===== src/lpht_pkg.sv =====
package lpht_pkg;

    // field widths of one request and one result
    localparam int KEY_W    = 31;
    localparam int VAL_W    = 32;
    localparam int STATUS_W = 3;
    localparam int SLOT_W   = 4;

    // default number of slots
    localparam int TABLE_SIZE_DEF = 16;

    typedef enum logic {
        ACT_INSERT = 1'b0,
        ACT_LOOKUP = 1'b1
    } t_action;

    typedef enum logic [STATUS_W-1:0] {
        ST_INSERTED  = 3'd0,
        ST_UPDATED   = 3'd1,
        ST_FOUND     = 3'd2,
        ST_NOT_FOUND = 3'd3,
        ST_FULL      = 3'd4
    } t_status;

    typedef struct packed {
        t_action            action;
        logic [KEY_W-1:0]   key;
        logic [VAL_W-1:0]   value;
    } t_req;

    typedef struct packed {
        t_status            status;
        logic [VAL_W-1:0]   value_out;
        logic [SLOT_W-1:0]  slot;
    } t_rsp;

    // one slot of the table as held in memory
    typedef struct packed {
        logic               vld;
        logic [KEY_W-1:0]   key;
        logic [VAL_W-1:0]   value;
    } t_entry;

    typedef enum logic [2:0] {
        S_CLEAR,
        S_IDLE,
        S_HASH,
        S_READ,
        S_CHECK,
        S_RESP
    } t_state;

endpackage


===== src/lpht_mod.sv =====
module lpht_mod
    import lpht_pkg::*;
#(
    parameter int TABLE_SIZE = TABLE_SIZE_DEF
) (
    input  logic                          i_clk,
    input  logic                          i_rst_n,
    input  logic                          i_start,
    input  logic [KEY_W-1:0]              i_key,
    output logic                          o_done,
    output logic [$clog2(TABLE_SIZE)-1:0] o_rem
);

    localparam int  W      = $clog2(TABLE_SIZE);
    localparam bit  IsPow2 = ((TABLE_SIZE & (TABLE_SIZE - 1)) == 0);

    logic         r_done;
    logic [W-1:0] r_rem;

    assign o_done = r_done;
    assign o_rem  = r_rem;

    generate
        if (IsPow2) begin : g_mask
            // power of two: remainder is the low bits
            always_ff @(posedge i_clk) begin
                if (!i_rst_n) begin
                    r_done <= 1'b0;
                end else begin
                    r_done <= i_start;
                end
            end

            always_ff @(posedge i_clk) begin
                if (i_start) begin
                    r_rem <= i_key[W-1:0];
                end
            end
        end else begin : g_recip
            // other sizes: quotient by reciprocal multiply, then key minus quotient times size
            localparam int               QuoW   = KEY_W + 1 - W;
            localparam int               ShiftW = KEY_W + W;
            localparam logic [KEY_W:0]   Recip  =
                (KEY_W+1)'(((longint'(1) << ShiftW) / longint'(TABLE_SIZE)) + 1);
            localparam logic [KEY_W-1:0] SizeK  = KEY_W'(TABLE_SIZE);

            logic              r_phase1;
            logic              r_phase2;
            logic [KEY_W-1:0]  r_key;
            logic [QuoW-1:0]   r_quo;
            logic [2*KEY_W:0]  prod;
            logic [KEY_W-1:0]  back;
            logic [KEY_W-1:0]  diff;

            always_comb begin
                prod = (2*KEY_W+1)'(r_key) * (2*KEY_W+1)'(Recip);
                back = KEY_W'(r_quo) * SizeK;
                diff = r_key - back;
            end

            always_ff @(posedge i_clk) begin
                if (!i_rst_n) begin
                    r_phase1 <= 1'b0;
                    r_phase2 <= 1'b0;
                    r_done   <= 1'b0;
                end else begin
                    r_phase1 <= i_start;
                    r_phase2 <= r_phase1;
                    r_done   <= r_phase2;
                end
            end

            always_ff @(posedge i_clk) begin
                if (i_start) begin
                    r_key <= i_key;
                end
                if (r_phase1) begin
                    r_quo <= prod[ShiftW +: QuoW];
                end
                if (r_phase2) begin
                    r_rem <= diff[W-1:0];
                end
            end
        end
    endgenerate

endmodule


===== src/lpht_store.sv =====
module lpht_store
    import lpht_pkg::*;
#(
    parameter int TABLE_SIZE = TABLE_SIZE_DEF
) (
    input  logic                          i_clk,
    input  logic                          i_we,
    input  logic [$clog2(TABLE_SIZE)-1:0] i_waddr,
    input  t_entry                        i_wdata,
    input  logic [$clog2(TABLE_SIZE)-1:0] i_raddr,
    output t_entry                        o_rdata
);

    t_entry r_mem [TABLE_SIZE];
    t_entry r_rdata;

    assign o_rdata = r_rdata;

    always_ff @(posedge i_clk) begin
        if (i_we) begin
            r_mem[i_waddr] <= i_wdata;
        end
    end

    always_ff @(posedge i_clk) begin
        r_rdata <= r_mem[i_raddr];
    end

endmodule


===== src/linear_probe_hash_table_core.sv =====
// open-addressing hash table with linear probing over TABLE_SIZE slots. each request
// either inserts/updates a key with a value or looks a key up, and gives exactly one
// result. the home slot is key mod TABLE_SIZE; probing walks forward with wraparound
// for at most TABLE_SIZE slots. after reset the block first runs a clearing pass over
// every slot of the slot memory and accepts no request until it is done.
// requests are handled one at a time: accept in S_IDLE, then the home slot
// computation (registered low key bits when TABLE_SIZE is a power of two, else
// through the remainder unit, a reciprocal multiply followed by a multiply-back),
// then a read and a check per probed slot, set by the single registered read port of
// the slot memory, then S_RESP to load the result register once it is free.
// the result register lets a new request start while the last result waits.
module linear_probe_hash_table_core
    import lpht_pkg::*;
#(
    parameter int TABLE_SIZE = TABLE_SIZE_DEF
) (
    input  logic i_clk,
    input  logic i_rst_n,
    input  logic i_in_valid,
    output logic o_in_ready,
    input  t_req i_in_data,
    output logic o_out_valid,
    input  logic i_out_ready,
    output t_rsp o_out_data
);

    localparam int          W        = $clog2(TABLE_SIZE);
    localparam logic [W-1:0] LastSlot = W'(TABLE_SIZE - 1);

    // sequencer state
    t_state r_state;
    t_state n_state;

    // captured request and probe position
    t_action          r_action;
    logic [KEY_W-1:0] r_key;
    logic [VAL_W-1:0] r_value;
    logic [W-1:0]     r_pos;
    logic [W-1:0]     r_probe;
    logic [W-1:0]     r_clr_addr;

    // pending result and output register
    t_rsp r_res;
    t_rsp r_out;
    logic r_out_valid;

    // remainder unit
    logic         mod_start;
    logic         mod_done;
    logic [W-1:0] mod_rem;

    // slot memory
    logic         mem_we;
    logic [W-1:0] mem_waddr;
    t_entry       mem_wdata;
    t_entry       mem_rdata;

    // probe decode
    logic              slot_empty;
    logic              slot_hit;
    logic              probe_last;
    logic              out_free;
    logic [W+SLOT_W-1:0] slot_ext;
    logic [SLOT_W-1:0] pos_slot;
    logic              accept;

    lpht_mod #(
        .TABLE_SIZE (TABLE_SIZE)
    ) u_mod (
        .i_clk   (i_clk),
        .i_rst_n (i_rst_n),
        .i_start (mod_start),
        .i_key   (i_in_data.key),
        .o_done  (mod_done),
        .o_rem   (mod_rem)
    );

    lpht_store #(
        .TABLE_SIZE (TABLE_SIZE)
    ) u_store (
        .i_clk   (i_clk),
        .i_we    (mem_we),
        .i_waddr (mem_waddr),
        .i_wdata (mem_wdata),
        .i_raddr (r_pos),
        .o_rdata (mem_rdata)
    );

    // slot read in S_READ arrives registered in S_CHECK
    assign slot_empty = !mem_rdata.vld;
    assign slot_hit   = mem_rdata.vld && (mem_rdata.key == r_key);
    assign probe_last = (r_probe == LastSlot);
    assign out_free   = !r_out_valid || i_out_ready;
    assign accept     = i_in_valid && o_in_ready;

    // slot field carries the low bits of the index
    assign slot_ext = {{SLOT_W{1'b0}}, r_pos};
    assign pos_slot = slot_ext[SLOT_W-1:0];

    assign o_out_valid = r_out_valid;
    assign o_out_data  = r_out;

    // next state
    always_comb begin
        n_state = r_state;
        unique case (r_state)
            S_CLEAR: begin
                if (r_clr_addr == LastSlot) begin
                    n_state = S_IDLE;
                end
            end
            S_IDLE: begin
                if (i_in_valid) begin
                    n_state = S_HASH;
                end
            end
            S_HASH: begin
                if (mod_done) begin
                    n_state = S_READ;
                end
            end
            S_READ: begin
                n_state = S_CHECK;
            end
            S_CHECK: begin
                if (slot_empty || slot_hit || probe_last) begin
                    n_state = S_RESP;
                end else begin
                    n_state = S_READ;
                end
            end
            S_RESP: begin
                if (out_free) begin
                    n_state = S_IDLE;
                end
            end
            default: begin
                n_state = S_IDLE;
            end
        endcase
    end

    // control outputs
    always_comb begin
        o_in_ready = 1'b0;
        mod_start  = 1'b0;
        mem_we     = 1'b0;
        mem_waddr  = r_pos;
        mem_wdata  = '{vld: 1'b1, key: r_key, value: r_value};
        unique case (r_state)
            S_CLEAR: begin
                // sweep one slot per cycle to clear the valid bits
                mem_we    = 1'b1;
                mem_waddr = r_clr_addr;
                mem_wdata = '0;
            end
            S_IDLE: begin
                o_in_ready = 1'b1;
                mod_start  = i_in_valid;
            end
            S_CHECK: begin
                // on insert, fill an empty slot, or overwrite the value of a matching key
                mem_we = (r_action == ACT_INSERT) && (slot_empty || slot_hit);
            end
            S_HASH, S_READ, S_RESP: begin
            end
            default: begin
            end
        endcase
    end

    // control registers
    always_ff @(posedge i_clk) begin
        if (!i_rst_n) begin
            r_state     <= S_CLEAR;
            r_clr_addr  <= '0;
            r_out_valid <= 1'b0;
        end else begin
            r_state <= n_state;
            if (r_state == S_CLEAR) begin
                r_clr_addr <= r_clr_addr + 1'b1;
            end
            if (r_state == S_RESP && out_free) begin
                r_out_valid <= 1'b1;
            end else if (i_out_ready) begin
                r_out_valid <= 1'b0;
            end
        end
    end

    // datapath registers
    always_ff @(posedge i_clk) begin
        if (accept) begin
            r_action <= i_in_data.action;
            r_key    <= i_in_data.key;
            r_value  <= i_in_data.value;
        end

        if (r_state == S_HASH && mod_done) begin
            r_pos   <= mod_rem;
            r_probe <= '0;
        end else if (r_state == S_CHECK && !(slot_empty || slot_hit || probe_last)) begin
            // step to the next slot with wraparound
            r_pos   <= (r_pos == LastSlot) ? '0 : r_pos + 1'b1;
            r_probe <= r_probe + 1'b1;
        end

        if (r_state == S_CHECK) begin
            if (slot_empty) begin
                if (r_action == ACT_LOOKUP) begin
                    r_res <= '{status: ST_NOT_FOUND, value_out: '0, slot: '0};
                end else begin
                    r_res <= '{status: ST_INSERTED, value_out: '0, slot: pos_slot};
                end
            end else if (slot_hit) begin
                if (r_action == ACT_LOOKUP) begin
                    r_res <= '{status: ST_FOUND, value_out: mem_rdata.value, slot: pos_slot};
                end else begin
                    r_res <= '{status: ST_UPDATED, value_out: '0, slot: pos_slot};
                end
            end else if (r_action == ACT_LOOKUP) begin
                // every slot probed without a match
                r_res <= '{status: ST_NOT_FOUND, value_out: '0, slot: '0};
            end else begin
                r_res <= '{status: ST_FULL, value_out: '0, slot: '0};
            end
        end

        if (r_state == S_RESP && out_free) begin
            r_out <= r_res;
        end
    end

endmodule

===== config.mk =====
export PLATFORM = sky130hd
export DESIGN_NAME = linear_probe_hash_table_core
export DESIGN_NICKNAME = d
export VERILOG_FILES = /design/src/lpht_pkg.sv /design/src/lpht_mod.sv /design/src/lpht_store.sv /design/src/linear_probe_hash_table_core.sv
export SDC_FILE = /design/constraint.sdc
export NUM_CORES = 1
export LEC_CHECK = 0
export ABC_AREA = 1
export CAP_MARGIN = 15
export CORE_MARGIN = 2
export CORE_UTILIZATION = 53
export CTS_CLUSTER_SIZE = 12
export DETAILED_ROUTE_END_ITERATION = 12
export DONT_BUFFER_PORTS = 1
export PLACE_DENSITY = 0.78
export SETUP_SLACK_MARGIN = 0.1
export SLEW_MARGIN = 20
export SYNTH_ARGS = -nofsm -noshare
export SYNTH_HDL_FRONTEND = slang
export SYNTH_SLANG_ARGS = --single-unit

===== constraint.sdc =====
create_clock -name i_clk -period 8.3 [get_ports i_clk]
set_input_delay 0.415 -clock i_clk [delete_from_list [all_inputs] [get_ports i_clk]]
set_output_delay 0.415 -clock i_clk [all_outputs]
set_load 0.05 [all_outputs]

Word-level counts from Yosys, hierarchy flattened
Memory sizes are Yosys's and may differ from the RTL's. A register that Yosys moved wholly into a read port is not among the register bits.
Index checks and enable logic that the tools add are counted.
{ "word_totals": {"reg_bits": 163, "ramBits": 1024, "in_bits": 68, "out_inout_bits": 41, "word_cells": 73, "mem_count": 1} }
{ "op_classes": {"add_sub_neg": 3, "eq_ne": 13, "n_mux": 23, "n_bitwise": 1, "n_reduce_logical": 16} }
{ "mem_list": {"columns": ["memory", "words", "width", "read_ports", "rd_clocked_by_memory_dff", "wr", "line", "rtl"], "rows": [
  ["u_store.r_mem", 16, 64, 1, 1, 1, "lpht_store.sv:14", "t_entry r_mem [TABLE_SIZE];"]
]} }
{ "ops": {"columns": ["op", "n"], "rows": [
  ["2-to-1 mux 39 bit", 3],
  ["2-to-1 mux 38 bit", 2],
  ["2-to-1 mux 64 bit", 1],
  ["== test 31 bit", 1],
  ["one-hot mux 3 bit (6 select lines)", 1],
  ["2-to-1 mux 4 bit", 4],
  ["2-to-1 mux 3 bit", 5],
  ["adder 4 x 1 -> 4 bit (second input constant)", 3],
  ["== test 4 bit (second input constant)", 3],
  ["== test 3 x 2 -> 1 bit (second input constant)", 2],
  ["== test 3 bit (second input constant)", 2],
  ["logical AND 1 bit", 6],
  ["2-to-1 mux 1 bit", 6],
  ["!= test 2 bit (second input constant)", 3],
  ["AND reduction 4 bit", 1],
  ["nonzero test 2 bit", 2],
  ["== test 3 x 1 -> 1 bit (second input constant)", 1],
  ["logical NOT 1 bit", 3],
  ["logical NOT 3 bit", 1],
  ["logical OR 1 bit", 3],
  ["!= test 2 x 1 -> 1 bit (second input constant)", 1],
  ["one-hot mux 1 bit (2 select lines)", 1],
  ["NOT 1 bit", 1]
]} }

Logic depth before layout (Yosys ltp)
{ "logic_depth": {"depth_word": 8, "ltp_mapped": 13, "depth_no_buf": 13} }

Modules after synthesis
A second synthesis with hierarchy kept.
{ "unflattened": {"cells_unflattened": 4784, "area_unflattened_um2": 51917.3} }
{ "modules_own_cells": {"columns": ["mod", "n_inst", "cells_per_inst", "area_per_inst_um2", "seq_area_each_um2"], "rows": [
  ["lpht_store", 1, 4210, 45285.9, 32030.7],
  ["linear_probe_hash_table_core", 1, 567, 6483.7, 4624.4],
  ["lpht_mod", 1, 7, 147.6, 140.1]
]} }

Worst setup path after synthesis
Ideal clock, no wire load.
{ "synth_timing": {"path_type": "register to register", "start": "reg r_state[0]", "end": "reg r_action (enable)", "arrival_ps": 4217, "required_time_ps": 7813, "path_slack_ps": 3597, "path_stages_with_launch": 7, "synth_period_minus_slack_ps": 4703, "cell_sequence": "dfxtp_1 -> inv_1 -> nor2_1 -> inv_1 -> nor2_1 -> inv_1 -> nor2_1"} }
{ "synth_between": {"elab_chain_len": 3} }
{ "synth_lines": {"columns": ["item", "line", "rtl"], "rows": [
  ["from (decl)", "linear_probe_hash_table_core.sv:31", "t_state r_state;"],
  ["from (signal assigned)", "linear_probe_hash_table_core.sv:179", "r_state <= n_state;"],
  ["== test 3 x 1 -> 1 bit", "linear_probe_hash_table_core.sv:150", "unique case (r_state)"],
  ["2-to-1 mux 1 bit", "linear_probe_hash_table_core.sv:150", null],
  ["net o_in_ready", "linear_probe_hash_table_core.sv:20", "output logic o_in_ready,"],
  ["logical AND 1 bit", "linear_probe_hash_table_core.sv:94", "assign accept = i_in_valid && o_in_ready;"],
  ["net accept", "linear_probe_hash_table_core.sv:65", "logic accept;"],
  ["to (signal assigned)", "linear_probe_hash_table_core.sv:194", "r_action <= i_in_data.action;"],
  ["to (decl)", "linear_probe_hash_table_core.sv:35", "t_action r_action;"]
]} }
The timed path passes the listed nets, and every way through them passes these cells.
A chain may end at the register's enable or synchronous reset.

Final worst setup path
{ "layout_timing": {"start": "reg r_state[1]", "end": "mem u_store.r_mem[5][54] (netlist bit) (enable)"} }
{ "layout_between": {"elab_chain_len": 4, "word_cells_on_any_way": 6, "cone_classes": "1 x eq/ne; 4 x mux; 1 x reduce/logical"} }
{ "layout_lines": {"columns": ["item", "line", "rtl"], "rows": [
  ["== test 3 bit / logical NOT 3 bit (equally long branches)", "linear_probe_hash_table_core.sv:150", null],
  ["one-hot mux 1 bit (2 select lines)", "linear_probe_hash_table_core.sv:150", null],
  ["2-to-1 mux 1 bit", "lpht_store.sv:20", "if (i_we) begin"],
  ["2-to-1 mux 1 bit (implied by the code)", "lpht_store.sv:21", "r_mem[i_waddr] <= i_wdata;"],
  ["to (decl)", "lpht_store.sv:14", null]
]} }
Parallel ways exist; a longest one is shown, timed or not.

==> results.toml <==
[synth]
yosysMostFrequentCell = "edfxtp_1"
ys_ff_latch = 1247
synth_top_family_by_area = "simple AND/OR/NAND/NOR gates"
avgSynthCellArea_um2 = 13.8
netlist_area_um2 = 46900
synth_edf_count = 1170
synth_xor_xnor_area_share_pct = 0.504
synthFlopType = "edfxtp_1"
synthCells = 3411
synth_fa_ha_area_share_pct = 0.107
synthTopCellsByArea = "edfxtp_1 (75%), nand2_1 (4.0%), dfxtp_1 (3.3%)"
ys_warn_count = 0
synth_seq_area_share_pct = 78.1
muxShareOfSynthArea_pct = 0
synth_cell_types = 34
async_flop_share_pct = 0
syn-num-nets = 3483
synth_common_cells = "edfxtp_1 (1,170), nand2_1 (498), nor2_1 (397)"
yosysTopAreaCell = "edfxtp_1"
yosys.area_share.simple_pct = 9.51
synth-compound-area-share_pct = 8.71
synth_top_area_share_pct = 74.9

[floorplanning]
die_w_um = 302
core_um2 = 88100
initial_core_util_pct = 53.3
die_y_um = 302
core.rowCount = 109
ios = 109
die-area_um2 = 91000

[timing]
hold_ws_ps = 332
setup_viol = 0
slew_headroom_pct = 15.2
fmax_ghz = 0.223
fin_setup_tns_ps = 0
tightest_slew_ps = 1270
post-route-period-util_pct = 54.1
period_minus_slack_ps = 4490
finClkSkew_ps = 40.9
hold_violations = 0
slew_viol_final = 0
rsz0062_at_grt = "false"

[flow_run]
maxCapViolations = 0

[routing]
first_pass_iters = 6
ant_nets = 0
wl_um = 110000
drc_errors = 0
drt-initial-drc-count = 4105
viasPerCell = 6.05
num_vias = 28500
routedWlPerCell_um = 23.4

[setup_path]
crit_arrival_ps = 4820
cp-end-kind = "register"
crit_type = "register to register"
r2r_slack_ps = 3810
r2r_start = "r_state[1]"
ff2ff_path_depth = 9
crit_fanout = 46
required_ps = 8620
reg2reg_to = "u_store.r_mem[5][54]"
cp-start-kind = "register"

[cts]
clockRootBuffer = "clkbuf_16"
clockBufferDepth = 3
clk_latency_ps = 720
holdBufCountCts = 67
post_cts_buffers = 0
clkTransAtPathRegs_ps = 60
cts_resized = 0
cts_tree = "yes"
htree_levels = 3
clock-sinks = 1247
numCtsBuffers = 118

[worst_hold_path]
min_delay_path_depth = 1
hold_path_end = "r_key[18]"
worstHoldStart = "i_in_data[50]"
holdCritPathClass = "input port to register"

[place]
io_buffer_count = 0
hpwl_um = 57500
gp_congestion = 0.812

[grt]
grt_pass1_wl_um = 165000
antenna_found_initial = 2
grt_pass1_vias = 27600
grt_overflow = 0
grt_util_all_layers_pct = 24.1
grt_max_degree = 271

[power_and_ir_drop]
power_density_nw_per_um2 = 231
cellLeakagePower_nw = 17.7
clockPowerShare_pct = 41.3
p_int_mw = 9.74
seqPwrFrac_pct = 57.3
swShare_pct = 19.6
p_comb_share_pct = 1.4
netSwitchingPower_mw = 2.38
ir_worst_vdd_mv = 0.178

[final_layout]
drive_above_1_share_pct = 7.19
antenna_cells = 0
nets = 3515
area_growth_pct = 11.6
fillCellCount = 6414

[outcome]
status = "complete, no violations"
## through the flow
step / total power [mW] / setup slack (ps) / instance area (um2) / std cells / utilization [%]
after floorplan: 7.15 / 3600 / 46900 / 3411 / -
after global placement: 7.20 / 4090 / 48000 / 4419 / 54.5
after detailed placement: 7.21 / 3930 / 48100 / 4419 / 54.6
after CTS: 12.1 / 3910 / 52300 / 4711 / 59.4
after global routing: 12.4 / 3630 / 52400 / 4713 / 59.5
final: 12.1 / 3810 / 52400 / 4713 / 59.5
## cells in the final DEF, fill, tap and decap left out, types with 22 or more instances in the layout
master / synthesis / layout
a221oi_1: 73 / 73
clkbuf_1: 93 / 85
o21ai_0: 306 / 306
nand2_1: 498 / 497
o21ai_1: 32 / 32
buf_4: 3 / 43
dfxtp_1: 77 / 77
clkbuf_16: 0 / 119
edfxtp_1: 1170 / 1170
nand3_1: 118 / 118
o221ai_1: 55 / 55
o22ai_1: 75 / 75
xnor2_1: 22 / 22
nor2_1: 397 / 357
nand4_1: 60 / 60
dlygate4sd3_1: 0 / 67
nor2_2: 2 / 23
a21oi_1: 156 / 156
inv_1: 128 / 125
## cells by family (layout without fill, tap and decap cells)
group	after synthesis	in the layout
AOI/OAI and AO/OA	700	700
xor gates and xnor gates	27	27
adders and majority gates	4	4
buffers and inverters	341	478
DFF	1247	1247
and+or+nand+nor	1092	1092
## worst max-delay path by stage
stage	start	to	slack [ps]	cells after the start
floorplan	r_state[0]	r_action	3600	6
global placement	r_state[1]	u_store.r_mem[5][54]	4090	9
detailed placement	r_state[1]	u_store.r_mem[6][56]	3930	9
CTS	r_state[1]	u_store.r_mem[6][51]	3910	9
global route	r_state[1]	u_store.r_mem[3][52]	3630	9
finish	r_state[1]	u_store.r_mem[5][54]	3810	9
## flip-flops by register name, indices dropped and copies added (netlist names)
signal	count
r_value	32
u_store.r_mem	1024
u_store.o_rdata	64
pos_slot	4
r_key	28
o_out_valid	1
r_res	39
o_out_data	39
r_probe	4
u_mod.o_done	1
r_state	3
r_clr_addr	4
r_action	1
u_mod.o_rem	3
## layer usage
| metal | GRT usage [%] | part of all wire, % | vias up |
|---|---|---|---|
| met4 | 8.32 | 2.6 | 4 |
| met2 | 38.6 | 47 | 1832 |
| met3 | 4.73 | 12 | 208 |
| li1 | - | - | 12600 |
| met5 | 0 | 0.021 | - |
| met1 | 33.2 | 38 | 13900 |
## power by group through the flow
stage,registers [mW],clock network [mW],logic [mW]
4_1_cts,6.94,5.04,0.165
6_report,6.94,5.01,0.167
3_5_place_dp,7.07,0,0.136
5_1_grt,6.95,5.28,0.177
3_3_place_gp,7.07,0,0.132
2_1_floorplan,7.08,0,0.0743
## cell type report
cell class | count | area, um2 | area share (%)
Clock buffer | 211 | 3390 | 6.48
Multi-Input combinational cell | 1823 | 9040 | 17.3
Sequential cell | 1247 | 36700 | 70.0
Timing Repair Buffer | 117 | 1120 | 2.14
Inverter | 136 | 531 | 1.01
Tap cell | 1165 | 1460 | 2.78
Clock inverter | 14 | 168 | 0.320
## worst max-delay path, stage by stage (launching register included)
cell and delay (ps):
dfxtp_1 370, nor2_4 130, inv_2 90, nor2_8 440, buf_4 710, o21ai_0 340
nor2_1 180, nand2_1 250, nor2_4 790, buf_4 740
No activity file was read; power rests on OpenSTA's default activity.
